<file path="config.mk">
export PLATFORM = sky130hd
export DESIGN_NAME = stereo_correlation_accumulator
export DESIGN_NICKNAME = d
export VERILOG_FILES = /design/src/hdl/scac_pkg.sv /design/src/hdl/scac_cfg_regs.sv /design/src/hdl/scac_front.sv /design/src/hdl/scac_accum.sv /design/src/hdl/stereo_correlation_accumulator.sv
export SDC_FILE = /design/constraint.sdc
export NUM_CORES = 2
export LEC_CHECK = 0
export ABC_AREA = 1
export BUFFER_PORTS_ARGS = -buffer_cell sky130_fd_sc_hd__buf_2
export CORE_MARGIN = 1
export CORE_UTILIZATION = 25
export DETAILED_ROUTE_END_ITERATION = 6
export SYNTH_ARGS = -nofsm -noshare
export SYNTH_HDL_FRONTEND = slang
export SYNTH_SLANG_ARGS = --single-unit
</file>
<file path="constraint.sdc">
create_clock -name clk -period 11.57 [get_ports clk]
set_input_delay 1.7355 -clock clk [delete_from_list [all_inputs] [get_ports clk]]
set_output_delay 1.7355 -clock clk [all_outputs]
set_load 0.05 [all_outputs]
</file>
<file path="src/hdl/scac_pkg.sv">
// Shared types and constants for the stereo correlation accumulator.
`timescale 1ns / 1ps

package scac_pkg;

  // Fixed port widths of the sample and result fields.
  localparam int SAMPLE_PORT_BITS = 16;
  localparam int TOTAL_COUNT_BITS = 28;
  localparam int SUM_BITS         = 46;
  localparam int SQ_BITS          = 61;
  localparam int XY_BITS          = 62;

  // APB data and address widths.
  localparam int APB_DATA_BITS = 32;
  localparam int APB_ADDR_BITS = 3;

  // Register index, taken from paddr[2].
  typedef enum logic {
    REG_DIFFERENCE_MODE = 1'b0,
    REG_MONO_MODE       = 1'b1
  } reg_idx_t;

  // Mode settings from the register block.
  typedef struct packed {
    logic difference_mode;
    logic mono_mode;
  } cfg_t;

  // Block framing flags that travel with each sample.
  typedef struct packed {
    logic start_block;
    logic last_sample;
  } flags_t;

endpackage

</file>
<file path="src/hdl/scac_cfg_regs.sv">
// APB register block holding the difference and mono mode bits.
`timescale 1ns / 1ps

module scac_cfg_regs (
  input  logic                                 clk,
  input  logic                                 rst_n,
  input  logic                                 psel,
  input  logic                                 penable,
  input  logic                                 pwrite,
  input  logic [scac_pkg::APB_ADDR_BITS-1:0]   paddr,
  input  logic [scac_pkg::APB_DATA_BITS-1:0]   pwdata,
  output logic [scac_pkg::APB_DATA_BITS-1:0]   prdata,
  output logic                                 pready,
  output scac_pkg::cfg_t                       cfg
);

  scac_pkg::cfg_t   cfg_r;
  scac_pkg::reg_idx_t reg_idx;
  logic             wr_en;

  assign pready  = 1'b1;
  assign reg_idx = scac_pkg::reg_idx_t'(paddr[2]);
  assign wr_en   = psel && penable && pwrite && pready;
  assign cfg     = cfg_r;

  // Register writes complete in the access phase.
  always_ff @(posedge clk) begin
    if (!rst_n) begin
      cfg_r <= '0;
    end else if (wr_en) begin
      unique case (reg_idx)
        scac_pkg::REG_DIFFERENCE_MODE: cfg_r.difference_mode <= pwdata[0];
        scac_pkg::REG_MONO_MODE:       cfg_r.mono_mode       <= pwdata[0];
        default:                       cfg_r                 <= cfg_r;
      endcase
    end
  end

  // Read data mux.
  always_comb begin
    prdata = '0;
    unique case (reg_idx)
      scac_pkg::REG_DIFFERENCE_MODE: prdata[0] = cfg_r.difference_mode;
      scac_pkg::REG_MONO_MODE:       prdata[0] = cfg_r.mono_mode;
      default:                       prdata    = '0;
    endcase
  end

endmodule

</file>
<file path="src/hdl/scac_front.sv">
// Input stage and product stage: forms x and y, then the three products.
`timescale 1ns / 1ps

module scac_front #(
  parameter int SAMPLE_BITS = 16
) (
  input  logic                                        clk,
  input  logic                                        rst_n,
  input  scac_pkg::cfg_t                              cfg,
  input  logic                                        in_valid,
  output logic                                        in_stall,
  input  logic [scac_pkg::SAMPLE_PORT_BITS-1:0]       in_left_sample,
  input  logic [scac_pkg::SAMPLE_PORT_BITS-1:0]       in_right_sample,
  input  logic                                        in_start_block,
  input  logic                                        in_last_sample,
  output logic                                        term_valid,
  input  logic                                        term_take,
  output scac_pkg::flags_t                            term_flags,
  output logic [scac_pkg::SUM_BITS-1:0]               term_x,
  output logic [scac_pkg::SQ_BITS-1:0]                term_xx,
  output logic [scac_pkg::SUM_BITS-1:0]               term_y,
  output logic [scac_pkg::SQ_BITS-1:0]                term_yy,
  output logic [scac_pkg::XY_BITS-1:0]                term_xy
);

  localparam int XW = SAMPLE_BITS + 1;
  localparam int PW = 2 * XW;

  // Previous samples, kept across blocks.
  logic signed [SAMPLE_BITS-1:0] prev_left_r, prev_right_r;
  logic signed [SAMPLE_BITS-1:0] left_s, right_s;
  logic signed [XW-1:0]          x_nxt, y_nxt;

  // Stage A: differences.
  logic                 a_valid_r;
  logic signed [XW-1:0] a_x_r, a_y_r;
  scac_pkg::flags_t     a_flags_r;

  // Stage B: products.
  logic                 b_valid_r;
  logic signed [XW-1:0] b_x_r, b_y_r;
  logic signed [PW-1:0] b_xx_r, b_yy_r, b_xy_r;
  scac_pkg::flags_t     b_flags_r;

  logic a_adv, b_adv, in_xfer;

  assign b_adv    = !b_valid_r || term_take;
  assign a_adv    = !a_valid_r || b_adv;
  assign in_stall = !a_adv;
  assign in_xfer  = in_valid && a_adv;

  assign left_s  = $signed(in_left_sample[SAMPLE_BITS-1:0]);
  assign right_s = $signed(in_right_sample[SAMPLE_BITS-1:0]);

  // Raw or first-difference values; mono mode copies x into y.
  always_comb begin
    if (cfg.difference_mode) begin
      x_nxt = XW'(left_s) - XW'(prev_left_r);
    end else begin
      x_nxt = XW'(left_s);
    end
    if (cfg.mono_mode) begin
      y_nxt = x_nxt;
    end else if (cfg.difference_mode) begin
      y_nxt = XW'(right_s) - XW'(prev_right_r);
    end else begin
      y_nxt = XW'(right_s);
    end
  end

  // Previous sample registers load on every accepted transfer; the right one holds in mono mode.
  always_ff @(posedge clk) begin
    if (!rst_n) begin
      prev_left_r  <= '0;
      prev_right_r <= '0;
    end else if (in_xfer) begin
      prev_left_r <= left_s;
      if (!cfg.mono_mode) begin
        prev_right_r <= right_s;
      end
    end
  end

  // Stage A register.
  always_ff @(posedge clk) begin
    if (!rst_n) begin
      a_valid_r <= 1'b0;
    end else if (a_adv) begin
      a_valid_r <= in_valid;
    end
  end

  always_ff @(posedge clk) begin
    if (in_xfer) begin
      a_x_r     <= x_nxt;
      a_y_r     <= y_nxt;
      a_flags_r <= '{start_block: in_start_block, last_sample: in_last_sample};
    end
  end

  // Stage B register with the three multipliers in front of it.
  always_ff @(posedge clk) begin
    if (!rst_n) begin
      b_valid_r <= 1'b0;
    end else if (b_adv) begin
      b_valid_r <= a_valid_r;
    end
  end

  always_ff @(posedge clk) begin
    if (b_adv && a_valid_r) begin
      b_x_r     <= a_x_r;
      b_y_r     <= a_y_r;
      b_xx_r    <= a_x_r * a_x_r;
      b_yy_r    <= a_y_r * a_y_r;
      b_xy_r    <= a_x_r * a_y_r;
      b_flags_r <= a_flags_r;
    end
  end

  // Sign-extended terms for the accumulators.
  assign term_valid = b_valid_r;
  assign term_flags = b_flags_r;
  assign term_x     = scac_pkg::SUM_BITS'(b_x_r);
  assign term_y     = scac_pkg::SUM_BITS'(b_y_r);
  assign term_xx    = scac_pkg::SQ_BITS'(b_xx_r);
  assign term_yy    = scac_pkg::SQ_BITS'(b_yy_r);
  assign term_xy    = scac_pkg::XY_BITS'(b_xy_r);

endmodule

</file>
<file path="src/hdl/scac_accum.sv">
// Moment accumulators with count saturation and the result register.
`timescale 1ns / 1ps

module scac_accum #(
  parameter int COUNT_BITS = 28
) (
  input  logic                                        clk,
  input  logic                                        rst_n,
  input  logic                                        term_valid,
  output logic                                        term_take,
  input  scac_pkg::flags_t                            term_flags,
  input  logic [scac_pkg::SUM_BITS-1:0]               term_x,
  input  logic [scac_pkg::SQ_BITS-1:0]                term_xx,
  input  logic [scac_pkg::SUM_BITS-1:0]               term_y,
  input  logic [scac_pkg::SQ_BITS-1:0]                term_yy,
  input  logic [scac_pkg::XY_BITS-1:0]                term_xy,
  output logic                                        out_valid,
  input  logic                                        out_stall,
  output logic        [scac_pkg::TOTAL_COUNT_BITS-1:0] out_sample_total,
  output logic signed [scac_pkg::SUM_BITS-1:0]        out_total_x,
  output logic        [scac_pkg::SQ_BITS-1:0]         out_total_x_squared,
  output logic signed [scac_pkg::SUM_BITS-1:0]        out_total_y,
  output logic        [scac_pkg::SQ_BITS-1:0]         out_total_y_squared,
  output logic signed [scac_pkg::XY_BITS-1:0]         out_total_xy,
  output logic                                        out_overflow
);

  localparam logic [COUNT_BITS-1:0] COUNT_MAX = {COUNT_BITS{1'b1}};

  logic [COUNT_BITS-1:0]         count_r, count_base, count_nxt;
  logic [scac_pkg::SUM_BITS-1:0] sum_x_r, sum_x_base, sum_x_nxt;
  logic [scac_pkg::SUM_BITS-1:0] sum_y_r, sum_y_base, sum_y_nxt;
  logic [scac_pkg::SQ_BITS-1:0]  sum_xx_r, sum_xx_base, sum_xx_nxt;
  logic [scac_pkg::SQ_BITS-1:0]  sum_yy_r, sum_yy_base, sum_yy_nxt;
  logic [scac_pkg::XY_BITS-1:0]  sum_xy_r, sum_xy_base, sum_xy_nxt;
  logic                          ovf_r, ovf_nxt, saturated;
  logic                          out_valid_r;
  logic                          retire;

  // A block-ending sample waits while an earlier result is still held.
  assign term_take = !(term_flags.last_sample && out_valid_r && out_stall);
  assign retire    = term_valid && term_take;

  // Start of block clears the sums before this sample is added.
  always_comb begin
    if (term_flags.start_block) begin
      count_base  = '0;
      sum_x_base  = '0;
      sum_y_base  = '0;
      sum_xx_base = '0;
      sum_yy_base = '0;
      sum_xy_base = '0;
    end else begin
      count_base  = count_r;
      sum_x_base  = sum_x_r;
      sum_y_base  = sum_y_r;
      sum_xx_base = sum_xx_r;
      sum_yy_base = sum_yy_r;
      sum_xy_base = sum_xy_r;
    end
    saturated = (count_base == COUNT_MAX);
    ovf_nxt   = (ovf_r && !term_flags.start_block) || saturated;
    if (saturated) begin
      count_nxt  = count_base;
      sum_x_nxt  = sum_x_base;
      sum_y_nxt  = sum_y_base;
      sum_xx_nxt = sum_xx_base;
      sum_yy_nxt = sum_yy_base;
      sum_xy_nxt = sum_xy_base;
    end else begin
      count_nxt  = count_base + COUNT_BITS'(1);
      sum_x_nxt  = sum_x_base + term_x;
      sum_y_nxt  = sum_y_base + term_y;
      sum_xx_nxt = sum_xx_base + term_xx;
      sum_yy_nxt = sum_yy_base + term_yy;
      sum_xy_nxt = sum_xy_base + term_xy;
    end
  end

  // Accumulator registers.
  always_ff @(posedge clk) begin
    if (!rst_n) begin
      count_r  <= '0;
      sum_x_r  <= '0;
      sum_y_r  <= '0;
      sum_xx_r <= '0;
      sum_yy_r <= '0;
      sum_xy_r <= '0;
      ovf_r    <= 1'b0;
    end else if (retire) begin
      count_r  <= count_nxt;
      sum_x_r  <= sum_x_nxt;
      sum_y_r  <= sum_y_nxt;
      sum_xx_r <= sum_xx_nxt;
      sum_yy_r <= sum_yy_nxt;
      sum_xy_r <= sum_xy_nxt;
      ovf_r    <= ovf_nxt;
    end
  end

  // Result valid flag.
  always_ff @(posedge clk) begin
    if (!rst_n) begin
      out_valid_r <= 1'b0;
    end else if (retire && term_flags.last_sample) begin
      out_valid_r <= 1'b1;
    end else if (!out_stall) begin
      out_valid_r <= 1'b0;
    end
  end

  // Result payload, loaded with the totals that include the last sample.
  always_ff @(posedge clk) begin
    if (retire && term_flags.last_sample) begin
      out_sample_total    <= scac_pkg::TOTAL_COUNT_BITS'(count_nxt);
      out_total_x         <= $signed(sum_x_nxt);
      out_total_x_squared <= sum_xx_nxt;
      out_total_y         <= $signed(sum_y_nxt);
      out_total_y_squared <= sum_yy_nxt;
      out_total_xy        <= $signed(sum_xy_nxt);
      out_overflow        <= ovf_nxt;
    end
  end

  assign out_valid = out_valid_r;

  // The overflow flag is only ever set while the count sits at its limit.
  assert property (@(posedge clk) disable iff (!rst_n) ovf_r |-> (count_r == COUNT_MAX))
    else $error("overflow flag set below the count limit");

  // A held result is never overwritten by a new block total.
  assert property (@(posedge clk) disable iff (!rst_n)
    (out_valid_r && out_stall) |-> !(retire && term_flags.last_sample))
    else $error("pending result overwritten");

  // A sample that opens a block leaves a count of exactly one.
  assert property (@(posedge clk) disable iff (!rst_n)
    (retire && term_flags.start_block) |=> (count_r == COUNT_BITS'(1)))
    else $error("count after start of block is not one");

  // Below the limit each retired sample adds one to the count.
  assert property (@(posedge clk) disable iff (!rst_n)
    (retire && !term_flags.start_block && (count_r != COUNT_MAX))
      |=> (count_r == $past(count_r) + COUNT_BITS'(1)))
    else $error("count did not advance by one");

endmodule

</file>
<file path="src/hdl/stereo_correlation_accumulator.sv">
// Top level of the stereo correlation moment accumulator.
`timescale 1ns / 1ps
//
// Accumulates count, sum x, sum x^2, sum y, sum y^2 and sum x*y over a block
// of stereo sample pairs. The input channel (in_valid / in_stall) carries one
// sample pair with start_block and last_sample framing flags. start_block
// clears the count, sums and overflow flag before the pair is added; a pair
// with last_sample produces one result transfer on the out_ channel holding
// the totals including that pair. Totals are not cleared by emission.
// The APB port sets difference_mode (address 0) and mono_mode (address 4);
// write them only while the block is idle.
// A final pair passes through stage A, stage B and then the result register.
// Throughput: one pair per cycle unless a stall holds the pipeline, bounded
// by the accumulator adder loop; the pipeline holds three multipliers in its
// second stage. When the receiver stalls, the held result stays put while
// non-final pairs keep flowing; a second final pair waits in the pipeline
// until the result is taken, and in_stall rises once the pipeline fills.
// Reset clears the mode registers, all sums, the previous samples and the
// pipeline valid flags.

module stereo_correlation_accumulator #(
  parameter int COUNT_BITS  = 28,
  parameter int SAMPLE_BITS = 16
) (
  input  logic                                         clk,
  input  logic                                         rst_n,
  input  logic                                         psel,
  input  logic                                         penable,
  input  logic                                         pwrite,
  input  logic [scac_pkg::APB_ADDR_BITS-1:0]           paddr,
  input  logic [scac_pkg::APB_DATA_BITS-1:0]           pwdata,
  output logic [scac_pkg::APB_DATA_BITS-1:0]           prdata,
  output logic                                         pready,
  input  logic                                         in_valid,
  output logic                                         in_stall,
  input  logic signed [scac_pkg::SAMPLE_PORT_BITS-1:0] in_left_sample,
  input  logic signed [scac_pkg::SAMPLE_PORT_BITS-1:0] in_right_sample,
  input  logic                                         in_start_block,
  input  logic                                         in_last_sample,
  output logic                                         out_valid,
  input  logic                                         out_stall,
  output logic        [scac_pkg::TOTAL_COUNT_BITS-1:0] out_sample_total,
  output logic signed [scac_pkg::SUM_BITS-1:0]         out_total_x,
  output logic        [scac_pkg::SQ_BITS-1:0]          out_total_x_squared,
  output logic signed [scac_pkg::SUM_BITS-1:0]         out_total_y,
  output logic        [scac_pkg::SQ_BITS-1:0]          out_total_y_squared,
  output logic signed [scac_pkg::XY_BITS-1:0]          out_total_xy,
  output logic                                         out_overflow
);

  scac_pkg::cfg_t                cfg;
  logic                          term_valid, term_take;
  scac_pkg::flags_t              term_flags;
  logic [scac_pkg::SUM_BITS-1:0] term_x, term_y;
  logic [scac_pkg::SQ_BITS-1:0]  term_xx, term_yy;
  logic [scac_pkg::XY_BITS-1:0]  term_xy;

  // Mode registers.
  scac_cfg_regs u_cfg (
    .clk     (clk),
    .rst_n   (rst_n),
    .psel    (psel),
    .penable (penable),
    .pwrite  (pwrite),
    .paddr   (paddr),
    .pwdata  (pwdata),
    .prdata  (prdata),
    .pready  (pready),
    .cfg     (cfg)
  );

  // Difference and product stages.
  scac_front #(
    .SAMPLE_BITS (SAMPLE_BITS)
  ) u_front (
    .clk             (clk),
    .rst_n           (rst_n),
    .cfg             (cfg),
    .in_valid        (in_valid),
    .in_stall        (in_stall),
    .in_left_sample  (in_left_sample),
    .in_right_sample (in_right_sample),
    .in_start_block  (in_start_block),
    .in_last_sample  (in_last_sample),
    .term_valid      (term_valid),
    .term_take       (term_take),
    .term_flags      (term_flags),
    .term_x          (term_x),
    .term_xx         (term_xx),
    .term_y          (term_y),
    .term_yy         (term_yy),
    .term_xy         (term_xy)
  );

  // Accumulators and result register.
  scac_accum #(
    .COUNT_BITS (COUNT_BITS)
  ) u_accum (
    .clk                 (clk),
    .rst_n               (rst_n),
    .term_valid          (term_valid),
    .term_take           (term_take),
    .term_flags          (term_flags),
    .term_x              (term_x),
    .term_xx             (term_xx),
    .term_y              (term_y),
    .term_yy             (term_yy),
    .term_xy             (term_xy),
    .out_valid           (out_valid),
    .out_stall           (out_stall),
    .out_sample_total    (out_sample_total),
    .out_total_x         (out_total_x),
    .out_total_x_squared (out_total_x_squared),
    .out_total_y         (out_total_y),
    .out_total_y_squared (out_total_y_squared),
    .out_total_xy        (out_total_xy),
    .out_overflow        (out_overflow)
  );

endmodule

</file>
==> flow_summary.ini <==
[outcome]
outcome = finished with violations
violations = design-rule violations

[synthesis]
syn_area_mm2 = 0.0902
ys_warn_count = 0
synthCells = 12800
synthFlopType = edfxtp_1
avgSynthCellArea_um2 = 7.04
synth-async-reset-ratio = 0
ys_ff_latch = 817
synth_seq_area_share = 0.234
synth_edf_count = 475
synth.distinct_cells = 49

[floorplan]
die_w_um = 603
io_pins = 416
start_util = 0.251
core_area_mm2 = 0.359
rows = 220
dieHeight_um = 603
die_area_mm2 = 0.363

[detailed_routing]
vias_per_cell = 4.41
wl_per_cell_um = 16.1
vias = 78800
antenna_left = 0
drt_iter0_markers = 5788
drc = 6
first_pass_iters = 7
routed_wl_um = 287000

[clock_network]
ctsLongestPathBuffers = 4
clkTransAtPathRegs_ps = 70
htreeDepth = 3
post_cts_buffers = 0
insertion_delay_ps = 830
numCtsBuffers = 101
cts_tree = built
cts_hold_buf = 0
cts.sinks = 817
cts_resized = 0
clockRootBuffer = clkbuf_16

[setup_path]
cp_max_fo = 25
endpoint_kind = flop
worstSetupStartpointType = flop
critical_path_required_ps = 12140
critical_path_arrival_ps = 7780
worstSetupPathType = flop to flop

[global_route]
use_met1 = 0.210
gr-total-overflow = 0
antenna_found_initial = 45
grt_util_met3 = 0.0181
grt-busiest-layer = met2
grt_pass1_wl_um = 443000
track_usage = 0.155
grt_max_degree = 149
met2_usage = 0.260
grt_pass1_vias = 76100

[power]
finalPower_mw = 33.8
leakage_nw = 53.5
p_per_area_mw_per_mm2 = 336
irDropWorstVdd_v = 0.000527

[sta]
worstMarginPinSlew_ps = 1060
max_freq_ghz = 0.139
finalSetupViolations = 0
clock_skew_ps = 65.8
final.setup.tns_ps = 0
grt_setup_unrepaired = no
maxSlewHeadroom = 0.294
timing.final.crit_share = 0.623
finalCriticalPeriod_ps = 7210
finalHoldViolations = 0
slew_viol_final = 0
setup_slack_ps = 4360

[placed_design]
portBuffers = 350
place_hpwl_um = 227000
routabilityCongestion = 0.958
preCtsSetupSlack_ps = 4380

[job]
drv_cap = 0

[cells_and_area]
fin_nets = 14500
drive_gt1_frac = 0.0569
area_delta_synth_final_pct = 11.3
final_util = 0.280

[worst_hold_path]
min_path_type = flop to flop
[layer usage]
layer	wire length [um]	part of all wire
met3	15500	0.054
met2	132000	0.46
met5	247	0.00086
met4	8430	0.029
met1	130000	0.45
[cell families (layout without fill, tap and decap cells)]
group | Yosys count | after routing | share of synthesized area
xor+xnor | 270 | 270 | 0.0262
other cells | 2 | 43 | 0.0000833
flops | 817 | 817 | 0.234
buf+inv | 3421 | 3636 | 0.146
mux | 1 | 1 | 0.000125
fa+ha+maj | 1404 | 1404 | 0.264
simple gates | 5522 | 5522 | 0.250
compound gates | 1374 | 1374 | 0.0799
[synth_stat cells (all sizes together) (122+ instances only)]
cell type,instances,area share
dfxtp,342,0.076
nand3,640,0.036
nor2,950,0.040
edfxtp,475,0.16
xor2,148,0.014
xnor2,122,0.012
fa,832,0.18
a21oi,751,0.042
o21ai,492,0.027
inv,3030,0.13
nand2,3631,0.15
clkbuf,282,0.012
ha,572,0.079
[power by group]
group	total [mW]	internal (mW)	leakage, nW	switching [mW]
clock	3.32	1.93	1.63	1.39
combinational	25.6	9.24	44.6	16.3
sequential	4.87	4.68	7.18	0.188
total	33.8	15.9	53.5	17.9
[stage by stage]
stage	cells	area (um2)	hold WS, ps
global placement	17600	96900	404
detailed placement	17600	96900	410
global route	17800	100000	441
CTS	17800	100000	426
floorplan	12800	90300	400
finish	17800	100000	422
[registers in the layout (all words and copies together), names as in the netlist, 17 cells and up]
name / flops
u_accum.out_total_xy: 62
u_accum.sum_y_r: 46
u_front.b_yy_r: 33
u_accum.out_total_y: 46
u_accum.out_sample_total: 28
u_front.a_x_r: 17
u_accum.sum_xx_r: 61
u_accum.sum_x_r: 46
u_accum.out_total_y_squared: 61
u_accum.sum_yy_r: 61
u_accum.out_total_x_squared: 61
u_accum.out_total_x: 46
u_front.b_xx_r: 33
u_accum.count_r: 28
u_accum.sum_xy_r: 62
u_front.a_y_r: 17
u_front.b_xy_r: 34
[layout make-up]
class                      instances  area [um2]
timing repair buffer             423        2360
clock inverter                    66         759
inverter                        3031       11400
fill                           39600      259000
clock buffer                     116        2610
multi-input combinational       8603       56100
sequential                       817       21100
tap                             4773        5970
antenna                           11        27.5
[worst max-delay path, cell delays in order (launching register included)]
cell and delay [ps]:
edfxtp_1 990, buf_4 460, clkinv_1 380, or2_2 410, xor2_1 150, ha_1 190
o21bai_1 170, fa_1 480, fa_1 530, fa_1 440, fa_1 490, inv_1 50
fa_1 470, inv_1 40, ha_1 370, nand2_1 150, nor4_1 420, nand4_1 170
nand3_1 170, a21oi_1 100, xnor2_1 300
[placed cells by master, fill, tap and decap left out, drive strengths merged, types with 423 or more instances in the layout]
cell type and n:
nand3 640, nor2 950, inv 3047, o21ai 492, fa 832, nand2 3631
buf 423, a21oi 751, ha 572, edfxtp 475
[worst paths after layout]
path                         from                     to  slack (ps)  cells past startpoint
min reg2reg  u_front.a_flags_r[0]  u_front.term_flags[0]         420                      0
min          u_front.a_flags_r[0]  u_front.term_flags[0]         420                      0
max reg2reg     u_front.a_x_r[16]     u_front.b_xx_r[33]        4360                     20
max             u_front.a_x_r[16]     u_front.b_xx_r[33]        4360                     20
Note: power is estimated with default switching activity, not from simulation.
